`config.mk`:
```
export PLATFORM = sky130hd
export DESIGN_NAME = frame_pacing_clock
export DESIGN_NICKNAME = d
export VERILOG_FILES = /design/src/rtl/fpc_pkg.sv /design/src/rtl/fpc_div.sv /design/src/rtl/fpc_datapath.sv /design/src/rtl/fpc_ctrl.sv /design/src/rtl/frame_pacing_clock.sv
export SDC_FILE = /design/constraint.sdc
export NUM_CORES = 2
export LEC_CHECK = 0
export BUFFER_PORTS_ARGS = -buffer_cell sky130_fd_sc_hd__buf_4
export CELL_PAD_IN_SITES_DETAIL_PLACEMENT = 0
export CELL_PAD_IN_SITES_GLOBAL_PLACEMENT = 1
export CORE_ASPECT_RATIO = 1.25
export CORE_MARGIN = 2
export CORE_UTILIZATION = 52
export CTS_CLUSTER_SIZE = 20
export DETAILED_ROUTE_END_ITERATION = 6
export GPL_ROUTABILITY_DRIVEN = 0
export PLACE_DENSITY_LB_ADDON = 0.2
export SLEW_MARGIN = 20
export SYNTH_ARGS = -nofsm -noshare
export SYNTH_HDL_FRONTEND = slang
export SYNTH_SLANG_ARGS = --single-unit
export TNS_END_PERCENT = 30
```
`constraint.sdc`:
```
create_clock -name clk -period 10.39 [get_ports clk]
set_input_delay 0.5195 -clock clk [delete_from_list [all_inputs] [get_ports clk]]
set_output_delay 0.5195 -clock clk [all_outputs]
set_load 0.01 [all_outputs]
```
`src/rtl/fpc_pkg.sv`:
```
// Package for the frame pacing clock: widths, event and register codes,
// the controller state type and the command/status structs.
// No dependencies; every other file of the block but fpc_div imports it.
package fpc_pkg;

	localparam int DELTA_WINDOW_DEF = 16;

	localparam int FUNC_W     = 2;
	localparam int TIME_W     = 32;
	localparam int RATE_W     = 16;
	localparam int FPS_W      = 16;
	localparam int CFG_IDX_W  = 2;
	localparam int CFG_DATA_W = 16;

	// Shared divider: 48-bit product over a divisor of up to 32 bits.
	localparam int PROD_W  = TIME_W + RATE_W;
	localparam int DIV_D_W = 32;

	localparam int MS_W = 10;
	localparam logic [MS_W-1:0] MS_PER_S = 10'd1000;
	localparam int FPS_SCALE = 16000;
	localparam logic [FPS_W-1:0] FPS_ONE = 16'd16;
	localparam logic [FPS_W-1:0] FPS_MAX = 16'hFFFF;

	// Result word layout, lowest bit first.
	localparam int OFS_FRAME  = 0;
	localparam int OFS_DELTA  = 32;
	localparam int OFS_FPS    = 64;
	localparam int OFS_SCHED  = 80;
	localparam int OFS_PAUSED = 112;
	localparam int OUT_FIELDS_W = 113;
	localparam int M_TDATA_W  = 120;
	localparam int PAD_W      = M_TDATA_W - OUT_FIELDS_W;
	localparam int S_TDATA_W  = 32;

	localparam logic [FUNC_W-1:0] FUNC_FRAME  = 2'd0;
	localparam logic [FUNC_W-1:0] FUNC_PAUSE  = 2'd1;
	localparam logic [FUNC_W-1:0] FUNC_RESUME = 2'd2;

	localparam logic [CFG_IDX_W-1:0] REG_LOCK_ENABLE = 2'd0;
	localparam logic [CFG_IDX_W-1:0] REG_LOCK_RATE   = 2'd1;
	localparam logic [CFG_IDX_W-1:0] REG_LOCK_BASE   = 2'd2;

	typedef enum logic [3:0] {
		ST_IDLE,
		ST_EVENT,
		ST_LMUL,
		ST_LSTART,
		ST_LWAIT,
		ST_LCHECK,
		ST_RRD,
		ST_RWR,
		ST_SCHED,
		ST_START2,
		ST_WAIT2,
		ST_FINISH
	} fpc_state_t;

	typedef struct packed {
		logic capture;
		logic event_step;
		logic lock_mul;
		logic lock_start;
		logic ring_rd;
		logic ring_wr;
		logic sched_step;
		logic fin_start;
		logic load_out;
	} fpc_cmd_t;

	typedef struct packed {
		logic is_frame;
		logic lock_on;
		logic busy;
		logic refuse;
	} fpc_status_t;

endpackage

```
`src/rtl/fpc_div.sv`:
```
// Serial restoring divider, one quotient bit per cycle.
// Depends on nothing but its parameters.
module fpc_div #(
	parameter int N_W = 48,
	parameter int D_W = 32
) (
	input  logic           clk,
	input  logic           arst_n,
	input  logic           start,
	input  logic [N_W-1:0] dividend,
	input  logic [D_W-1:0] divisor,
	output logic           busy,
	output logic [N_W-1:0] quotient
);

	localparam int CW = $clog2(N_W + 1);

	logic [CW-1:0]  cnt_q;
	logic [D_W-1:0] rem_q;
	logic [D_W-1:0] dsr_q;
	logic [N_W-1:0] quo_q;
	logic [D_W:0]   trial;
	logic           fits;

	// The dividend shifts out at the top while quotient bits enter at the bottom.
	assign trial = {rem_q, quo_q[N_W-1]};
	assign fits  = trial >= {1'b0, dsr_q};

	always_ff @(posedge clk or negedge arst_n) begin
		if (!arst_n) begin
			cnt_q <= '0;
		end else if (start) begin
			cnt_q <= CW'(N_W);
		end else if (cnt_q != '0) begin
			cnt_q <= cnt_q - 1'b1;
		end
	end

	always_ff @(posedge clk) begin
		if (start) begin
			quo_q <= dividend;
			rem_q <= '0;
			dsr_q <= divisor;
		end else if (cnt_q != '0) begin
			quo_q <= {quo_q[N_W-2:0], fits};
			rem_q <= fits ? D_W'(trial - {1'b0, dsr_q}) : trial[D_W-1:0];
		end
	end

	assign busy     = cnt_q != '0;
	assign quotient = quo_q;

endmodule

```
`src/rtl/fpc_datapath.sv`:
```
// Datapath of the frame pacing clock: configuration, pacing state, delta ring,
// multipliers, the two serial dividers and the result register.
// Depends on fpc_pkg and fpc_div.
module fpc_datapath
	import fpc_pkg::*;
#(
	parameter int DELTA_WINDOW = DELTA_WINDOW_DEF
) (
	input  logic                  clk,
	input  logic                  arst_n,
	input  logic                  cfg_we,
	input  logic [CFG_IDX_W-1:0]  cfg_index,
	input  logic [CFG_DATA_W-1:0] cfg_data,
	input  logic [FUNC_W-1:0]     func,
	input  logic [TIME_W-1:0]     now_ms,
	input  fpc_cmd_t              cmd,
	output fpc_status_t           status,
	output logic [M_TDATA_W-1:0]  res_data,
	output logic                  res_adv
);

	localparam int PW      = (DELTA_WINDOW > 1) ? $clog2(DELTA_WINDOW) : 1;
	localparam int FPS_NUM = FPS_SCALE * DELTA_WINDOW;
	localparam int FW      = $clog2(FPS_NUM + 1);

	logic              lock_en_q;
	logic [RATE_W-1:0] lock_rate_q;
	logic [RATE_W-1:0] lock_base_q;

	logic [TIME_W-1:0] frame_cnt_q;
	logic [TIME_W-1:0] last_time_q;
	logic              anchored_q;
	logic [TIME_W-1:0] anchor_time_q;
	logic [TIME_W-1:0] anchor_frame_q;
	logic              paused_q;
	logic [TIME_W-1:0] pause_start_q;
	logic [TIME_W-1:0] pause_sum_q;
	logic [TIME_W-1:0] delta_sum_q;
	logic [DELTA_WINDOW-1:0] vld_q;
	logic [PW-1:0]     ptr_q;

	logic [FUNC_W-1:0]  func_q;
	logic [TIME_W-1:0]  now_q;
	logic [PROD_W-1:0]  prod_q;
	logic [DIV_D_W-1:0] dsr_q;
	logic [TIME_W-1:0]  rd_q;
	logic [TIME_W-1:0]  delta_q;
	logic               adv_q;
	logic               direct_q;

	logic [TIME_W-1:0] ring_mem [DELTA_WINDOW];

	logic [RATE_W-1:0] eff_base;
	logic [TIME_W-1:0] elapsed;
	logic [TIME_W-1:0] frames_since;
	logic [TIME_W-1:0] old_delta;
	logic [TIME_W-1:0] target;
	logic [PW-1:0]     ptr_next;
	logic              start_a;
	logic              busy_a;
	logic              busy_b;
	logic [PROD_W-1:0] quo_a;
	logic [FW-1:0]     quo_b;
	logic [FPS_W-1:0]  fps;
	logic [TIME_W-1:0] sched;

	assign eff_base     = (lock_base_q == '0) ? RATE_W'(1) : lock_base_q;
	assign elapsed      = now_q - anchor_time_q;
	assign frames_since = frame_cnt_q - anchor_frame_q;
	assign old_delta    = vld_q[ptr_q] ? rd_q : '0;
	assign target       = anchor_frame_q + quo_a[TIME_W-1:0];

	// The slot index follows frame_count mod DELTA_WINDOW, also across the wrap
	// of the 32-bit frame count.
	assign ptr_next = (ptr_q == PW'(DELTA_WINDOW - 1) || frame_cnt_q == '1) ?
		'0 : ptr_q + 1'b1;

	always_ff @(posedge clk or negedge arst_n) begin
		if (!arst_n) begin
			lock_en_q   <= 1'b0;
			lock_rate_q <= RATE_W'(30);
			lock_base_q <= RATE_W'(1);
		end else if (cfg_we) begin
			case (cfg_index)
				REG_LOCK_ENABLE: lock_en_q   <= cfg_data[0];
				REG_LOCK_RATE:   lock_rate_q <= cfg_data;
				REG_LOCK_BASE:   lock_base_q <= cfg_data;
				default: ;
			endcase
		end
	end

	always_ff @(posedge clk or negedge arst_n) begin
		if (!arst_n) begin
			frame_cnt_q    <= '0;
			last_time_q    <= '0;
			anchored_q     <= 1'b0;
			anchor_time_q  <= '0;
			anchor_frame_q <= '0;
			paused_q       <= 1'b0;
			pause_start_q  <= '0;
			pause_sum_q    <= '0;
			delta_sum_q    <= '0;
			vld_q          <= '0;
			ptr_q          <= '0;
		end else if (cmd.event_step) begin
			case (func_q)
				FUNC_FRAME: begin
					// A frame request ends any pause before it is paced.
					if (paused_q) begin
						paused_q    <= 1'b0;
						pause_sum_q <= pause_sum_q + (now_q - pause_start_q);
					end
					if (lock_en_q && !anchored_q) begin
						anchored_q     <= 1'b1;
						anchor_frame_q <= frame_cnt_q;
						anchor_time_q  <= now_q;
					end
				end
				FUNC_PAUSE: begin
					if (!paused_q) begin
						paused_q      <= 1'b1;
						pause_start_q <= now_q;
					end
				end
				FUNC_RESUME: begin
					if (paused_q) begin
						paused_q    <= 1'b0;
						pause_sum_q <= pause_sum_q + (now_q - pause_start_q);
					end
				end
				default: ;
			endcase
		end else if (cmd.ring_wr) begin
			delta_sum_q   <= delta_sum_q - old_delta + delta_q;
			vld_q[ptr_q]  <= 1'b1;
			pause_sum_q   <= '0;
			last_time_q   <= now_q;
			frame_cnt_q   <= frame_cnt_q + 1'b1;
			ptr_q         <= ptr_next;
		end else if (cmd.sched_step) begin
			if (!lock_en_q) begin
				anchored_q <= 1'b0;
			end else if (!anchored_q) begin
				anchored_q     <= 1'b1;
				anchor_frame_q <= frame_cnt_q;
				anchor_time_q  <= now_q;
			end
		end
	end

	always_ff @(posedge clk) begin
		if (cmd.capture) begin
			func_q <= func;
			now_q  <= now_ms;
			adv_q  <= 1'b0;
		end
		if (cmd.lock_mul) begin
			prod_q <= PROD_W'(elapsed) * PROD_W'(lock_rate_q);
			dsr_q  <= DIV_D_W'(eff_base) * DIV_D_W'(MS_PER_S);
		end
		if (cmd.ring_rd) begin
			delta_q <= now_q - last_time_q - pause_sum_q;
		end
		if (cmd.ring_wr) begin
			adv_q <= 1'b1;
		end
		if (cmd.sched_step) begin
			prod_q   <= PROD_W'(frames_since) * PROD_W'(lock_rate_q);
			dsr_q    <= DIV_D_W'(eff_base);
			direct_q <= !lock_en_q || !anchored_q;
		end
	end

	always_ff @(posedge clk) begin
		if (cmd.ring_wr) begin
			ring_mem[ptr_q] <= delta_q;
		end
		if (cmd.ring_rd) begin
			rd_q <= ring_mem[ptr_q];
		end
	end

	// Unit A serves the lock test and then the schedule; unit B the frame rate.
	assign start_a = cmd.lock_start || (cmd.fin_start && !direct_q);

	fpc_div #(
		.N_W(PROD_W),
		.D_W(DIV_D_W)
	) u_div_a (
		.clk      (clk),
		.arst_n   (arst_n),
		.start    (start_a),
		.dividend (prod_q),
		.divisor  (dsr_q),
		.busy     (busy_a),
		.quotient (quo_a)
	);

	fpc_div #(
		.N_W(FW),
		.D_W(TIME_W)
	) u_div_b (
		.clk      (clk),
		.arst_n   (arst_n),
		.start    (cmd.fin_start),
		.dividend (FW'(FPS_NUM)),
		.divisor  (delta_sum_q),
		.busy     (busy_b),
		.quotient (quo_b)
	);

	always_comb begin
		if (delta_sum_q == '0) begin
			fps = FPS_ONE;
		end else if (quo_b > FW'(FPS_MAX) && FW > FPS_W) begin
			fps = FPS_MAX;
		end else begin
			fps = FPS_W'(quo_b);
		end
	end

	assign sched = direct_q ? now_q : anchor_time_q + quo_a[TIME_W-1:0];

	always_ff @(posedge clk) begin
		if (cmd.load_out) begin
			res_data <= {PAD_W'(0), paused_q, sched, fps,
				(adv_q ? delta_q : TIME_W'(0)), frame_cnt_q};
			res_adv  <= adv_q;
		end
	end

	assign status.is_frame = func_q == FUNC_FRAME;
	assign status.lock_on  = lock_en_q;
	assign status.busy     = busy_a || busy_b;
	assign status.refuse   = target < frame_cnt_q;

endmodule

```
`src/rtl/fpc_ctrl.sv`:
```
// Controller of the frame pacing clock: sequences one request through the
// datapath and holds the output valid flag. Depends on fpc_pkg.
module fpc_ctrl
	import fpc_pkg::*;
(
	input  logic        clk,
	input  logic        arst_n,
	input  logic        s_tvalid,
	output logic        s_tready,
	output logic        m_tvalid,
	input  logic        m_tready,
	input  fpc_status_t status,
	output fpc_cmd_t    cmd
);

	fpc_state_t state_q;
	fpc_state_t state_d;
	logic       out_valid_q;
	logic       can_load;

	// A finished result may replace the one leaving in the same cycle.
	assign can_load = !out_valid_q || m_tready;

	always_comb begin
		state_d = state_q;
		case (state_q)
			ST_IDLE:   if (s_tvalid) state_d = ST_EVENT;
			ST_EVENT: begin
				if (!status.is_frame) begin
					state_d = ST_SCHED;
				end else if (status.lock_on) begin
					state_d = ST_LMUL;
				end else begin
					state_d = ST_RRD;
				end
			end
			ST_LMUL:   state_d = ST_LSTART;
			ST_LSTART: state_d = ST_LWAIT;
			ST_LWAIT:  if (!status.busy) state_d = ST_LCHECK;
			ST_LCHECK: state_d = status.refuse ? ST_SCHED : ST_RRD;
			ST_RRD:    state_d = ST_RWR;
			ST_RWR:    state_d = ST_SCHED;
			ST_SCHED:  state_d = ST_START2;
			ST_START2: state_d = ST_WAIT2;
			ST_WAIT2:  if (!status.busy) state_d = ST_FINISH;
			ST_FINISH: if (can_load) state_d = ST_IDLE;
			default:   state_d = ST_IDLE;
		endcase
	end

	always_comb begin
		cmd      = '0;
		s_tready = 1'b0;
		case (state_q)
			ST_IDLE: begin
				s_tready    = 1'b1;
				cmd.capture = s_tvalid;
			end
			ST_EVENT:  cmd.event_step = 1'b1;
			ST_LMUL:   cmd.lock_mul   = 1'b1;
			ST_LSTART: cmd.lock_start = 1'b1;
			ST_RRD:    cmd.ring_rd    = 1'b1;
			ST_RWR:    cmd.ring_wr    = 1'b1;
			ST_SCHED:  cmd.sched_step = 1'b1;
			ST_START2: cmd.fin_start  = 1'b1;
			ST_FINISH: cmd.load_out   = can_load;
			default: ;
		endcase
	end

	always_ff @(posedge clk or negedge arst_n) begin
		if (!arst_n) begin
			state_q     <= ST_IDLE;
			out_valid_q <= 1'b0;
		end else begin
			state_q <= state_d;
			if (cmd.load_out) begin
				out_valid_q <= 1'b1;
			end else if (m_tready) begin
				out_valid_q <= 1'b0;
			end
		end
	end

	assign m_tvalid = out_valid_q;

endmodule

```
`src/rtl/frame_pacing_clock.sv`:
```
// Frame pacing clock. Request-to-result latency depends on the event and the lock mode: with
// lock off the frame-rate divider sets it, over FPS_BITS, the width of 16000*DELTA_WINDOW
// (18 at the default); with lock on and anchored the 48-step divider sets it, once for the
// schedule and, for a frame, once more for the lock test. One request is worked at a time;
// the next is taken in the cycle after a result is loaded, while it waits in the output register.
// Async active-low reset clears only the controller, configuration and pacing state registers.
module frame_pacing_clock
	import fpc_pkg::*;
#(
	parameter int DELTA_WINDOW = DELTA_WINDOW_DEF
) (
	input  logic                  clk,
	input  logic                  arst_n,
	input  logic                  cfg_we,
	input  logic [CFG_IDX_W-1:0]  cfg_index,
	input  logic [CFG_DATA_W-1:0] cfg_data,
	input  logic                  s_tvalid,
	output logic                  s_tready,
	input  logic [S_TDATA_W-1:0]  s_tdata,   // [31:0] now_ms
	input  logic [FUNC_W-1:0]     s_tuser,   // [1:0] func
	output logic                  m_tvalid,
	input  logic                  m_tready,
	// [31:0] frame_number, [63:32] delta_ms, [79:64] fps_q4,
	// [111:80] scheduled_ms, [112] is_paused, [119:113] zero
	output logic [M_TDATA_W-1:0]  m_tdata,
	output logic                  m_tuser    // [0] advanced
);

	fpc_cmd_t    cmd;
	fpc_status_t status;

	fpc_ctrl u_ctrl (
		.clk      (clk),
		.arst_n   (arst_n),
		.s_tvalid (s_tvalid),
		.s_tready (s_tready),
		.m_tvalid (m_tvalid),
		.m_tready (m_tready),
		.status   (status),
		.cmd      (cmd)
	);

	fpc_datapath #(
		.DELTA_WINDOW(DELTA_WINDOW)
	) u_dp (
		.clk       (clk),
		.arst_n    (arst_n),
		.cfg_we    (cfg_we),
		.cfg_index (cfg_index),
		.cfg_data  (cfg_data),
		.func      (s_tuser),
		.now_ms    (s_tdata),
		.cmd       (cmd),
		.status    (status),
		.res_data  (m_tdata),
		.res_adv   (m_tuser)
	);

endmodule

```
==> flow_summary.json <==
{
  "max_stage_delay_ns": 0.54,
  "final_layout_size_suffix_gt1_share_pct": 9.65,
  "setup_violations": 0,
  "gr-usage-met1_pct": 39.3,
  "place.port_buffers": 172,
  "hpwl_mm": 217,
  "synth.distinct_cells": 92,
  "die_w_um": 399,
  "critical_path.startpoint_type": "flip-flop",
  "max_cap_violations": 0,
  "area_growth_pct": 9.92,
  "hold_end": "u_ctrl.state_q[0]",
  "final-max-slew-violation-count": 0,
  "critPathMaxFanout": 15,
  "path_class": "reg -> reg",
  "end_kind": "flip-flop",
  "place_area_mm2": 0.106,
  "die-height_um": 497,
  "cts_root_buf": "clkbuf_16",
  "cts_tree": "done",
  "holdPathStages": 5,
  "synthArstFlopShare_pct": 23.0,
  "clkLatencyLatePin_ns": 0.86,
  "cts_made_buffers": 137,
  "nNetsFinal": 11500,
  "antenna_left": 0,
  "antenna_found_initial": 10,
  "post_synth.cell_area_avg_um2": 10.4,
  "path_clk_slew_ns": 0.06,
  "syn_area_mm2": 0.101,
  "timing.hold.ws_ns": 0.173,
  "yosys_warnings": 0,
  "crit_path_frequent_cell": "fa_1",
  "min_period_ns": 9.88,
  "drc_errors": 0,
  "syn_inst": 9720,
  "timing.rr.start": "u_dp.now_q[1]",
  "grt_pass1_vias": 74000,
  "vias_per_cell": 5.75,
  "final_cell_mix": "inv_1, nand2_1, fa_1",
  "wirelength_mm": 292,
  "synth_edf_count": 895,
  "cp.required_ns": 10.96,
  "crit_arrival_ns": 10.45,
  "max_slew_margin_pct": 17.5,
  "core_area_mm2": 0.194,
  "r2r_slack_ns": 0.51,
  "cts.htree.levels": 4,
  "grt_max_degree": 104,
  "grt_pass1_wl_mm": 447,
  "ys.flop_type": "edfxtp_1",
  "worst_clock_skew_ns": 0.0893,
  "r2r-end": "u_dp.prod_q[44]",
  "rows": 181,
  "max_freq_mhz": 101,
  "wl_per_cell_um": 23.3,
  "fin_crit_sh_pct": 95.1,
  "gr-usage-met3_pct": 3.59,
  "vias": 72100,
  "grt_overflow_total": 0,
  "min_path_type": "in -> reg",
  "fillers": 16600,
  "tns_ns": 0,
  "worst_slew_pin_slew_ns": 1.23,
  "hold_start": "s_tvalid",
  "drt-pass1-iter-count": 6,
  "ios": 180,
  "initial_utilization_pct": 52.2,
  "hold_violations": 0,
  "reg2reg_depth": 36,
  "busiest_layer": "met2",
  "synth.yosys.seq_area_share_pct": 35.7,
  "drt_iter0_drc": 5491,
  "stdcell_area_mm2": 0.111,
  "layout_commonest_cell": "inv_1",
  "cts_buffer_depth": 3,
  "outcome": "completed",
  "cts.sinks": 1283,
  "met2_usage_pct": 49.6,
  "grt_use_total_pct": 29.8,
  "path_delay_family": "compound AO/OA/AOI/OAI gates",
  "worst_path_max_delay_cell": "fa_1",
  "synth-seq-cells": 1283,
  "cp_num_buf_inv": 6,
  "fp.dieArea_mm2": 0.198,
  "rsz0062_at_grt": "false"
}
-- sequential cells by signal, indices dropped and copies added, names as in the netlist, 48 cells and up --
name	count
u_dp.ring_mem	512
u_dp.res_data	113
u_dp.prod_q	48
u_dp.u_div_a.quotient	48
-- logic make-up (layout without fill, tap and decap cells) --
logic type / count (synthesis) / in the layout / share of synthesized area [%]
xor+xnor: 394 / 394 / 3.41
other cells: 1 / 12 / 0.00370
buf+inv: 1952 / 2207 / 7.29
simple gates: 2671 / 2671 / 12.4
flops: 1283 / 1283 / 35.7
compound gates: 1562 / 1562 / 9.53
fa+ha+maj: 1605 / 1605 / 27.1
mux: 252 / 252 / 4.62
-- per-stage QoR --
stage,instances,utilization (%),setup WS [ns]
2_1_floorplan,9726,-,1.48
3_3_place_gp,12200,54.6,0.561
3_5_place_dp,12200,54.6,0.388
4_1_cts,12500,57.3,0.360
5_1_grt,12500,57.4,0.0137
6_report,12500,57.4,0.506
-- layout make-up --
| type | instances | area [um2] | share of cell area (%) |
|---|---|---|---|
| clock buffers | 181 | 3740 | 3.36 |
| inverters | 1527 | 5730 | 5.15 |
| diodes | 5 | 12.5 | 0.0112 |
| repair buffers | 429 | 3460 | 3.11 |
| clock inverters | 70 | 1000 | 0.900 |
| well taps | 2562 | 3210 | 2.88 |
| multi-input cells | 6491 | 58000 | 52.1 |
| flip-flops and latches | 1283 | 36200 | 32.5 |
-- worst max-delay path by stage --
stage                  startpoint              end  slack (ns)  depth (start not counted)
detailed placement  u_dp.now_q[1]  u_dp.prod_q[44]        0.39                         34
finish              u_dp.now_q[1]  u_dp.prod_q[44]        0.51                         36
global route        u_dp.now_q[1]  u_dp.prod_q[44]        0.01                         36
global placement    u_dp.now_q[1]  u_dp.prod_q[44]        0.56                         34
floorplan           u_dp.now_q[1]  u_dp.prod_q[44]        1.48                         36
CTS                 u_dp.now_q[1]  u_dp.prod_q[44]        0.36                         34
-- synthesized netlist by cell type, types with 39 or more instances --
library cell  instances  area share [%]
nor2b_1             125            0.77
nand2b_1             77            0.48
a211oi_1             46            0.34
and3_1               47            0.29
nand3_1             113            0.56
xor2_1              129             1.1
edfxtp_1            895              27
o21a_1               58            0.43
mux2_2               73            0.81
clkbuf_1            374             1.4
dfrtp_1             290             7.2
a21o_1              199             1.5
ha_1                618             7.6
o21bai_1             50            0.37
o211ai_1             39            0.29
o21ai_0             437             2.2
dfxtp_1              93             1.8
xnor2_1             265             2.3
a21oi_1             473             2.3
a31oi_1              44            0.27
mux4_2              165             3.7
fa_1                987              20
or2_2                40            0.25
nor2_1              326             1.2
nand4_1              82            0.51
nor3_1               81            0.40
inv_1              1524             5.6
and2_1              402             2.5
nand2_1            1287             4.8
-- repair_timing --
action / CTS / global route
setup endpoints to repair: 0 / 7
gates resized for setup: 0 / 9
buffers inserted: 0 / 3
endpoints found under the hold margin: 170 / 0
hold buffers: 54 / 0
-- worst min-delay path, delay by kind of cell --
family	cells	cell delay, ns
buffers and inverters	1	0.10
AOI/OAI and AO/OA	2	0.21
and+or+nand+nor	2	0.13
-- routing by layer --
layer / vias up / share of wire (%)
met5: - / 0.012
met4: 6 / 4.8
met3: 510 / 5.9
met2: 2390 / 49
met1: 36800 / 41
li1: 32400 / -
Power is not shown: default switching activity piles up to over one toggle a cycle in this logic, so the estimate is an artifact.
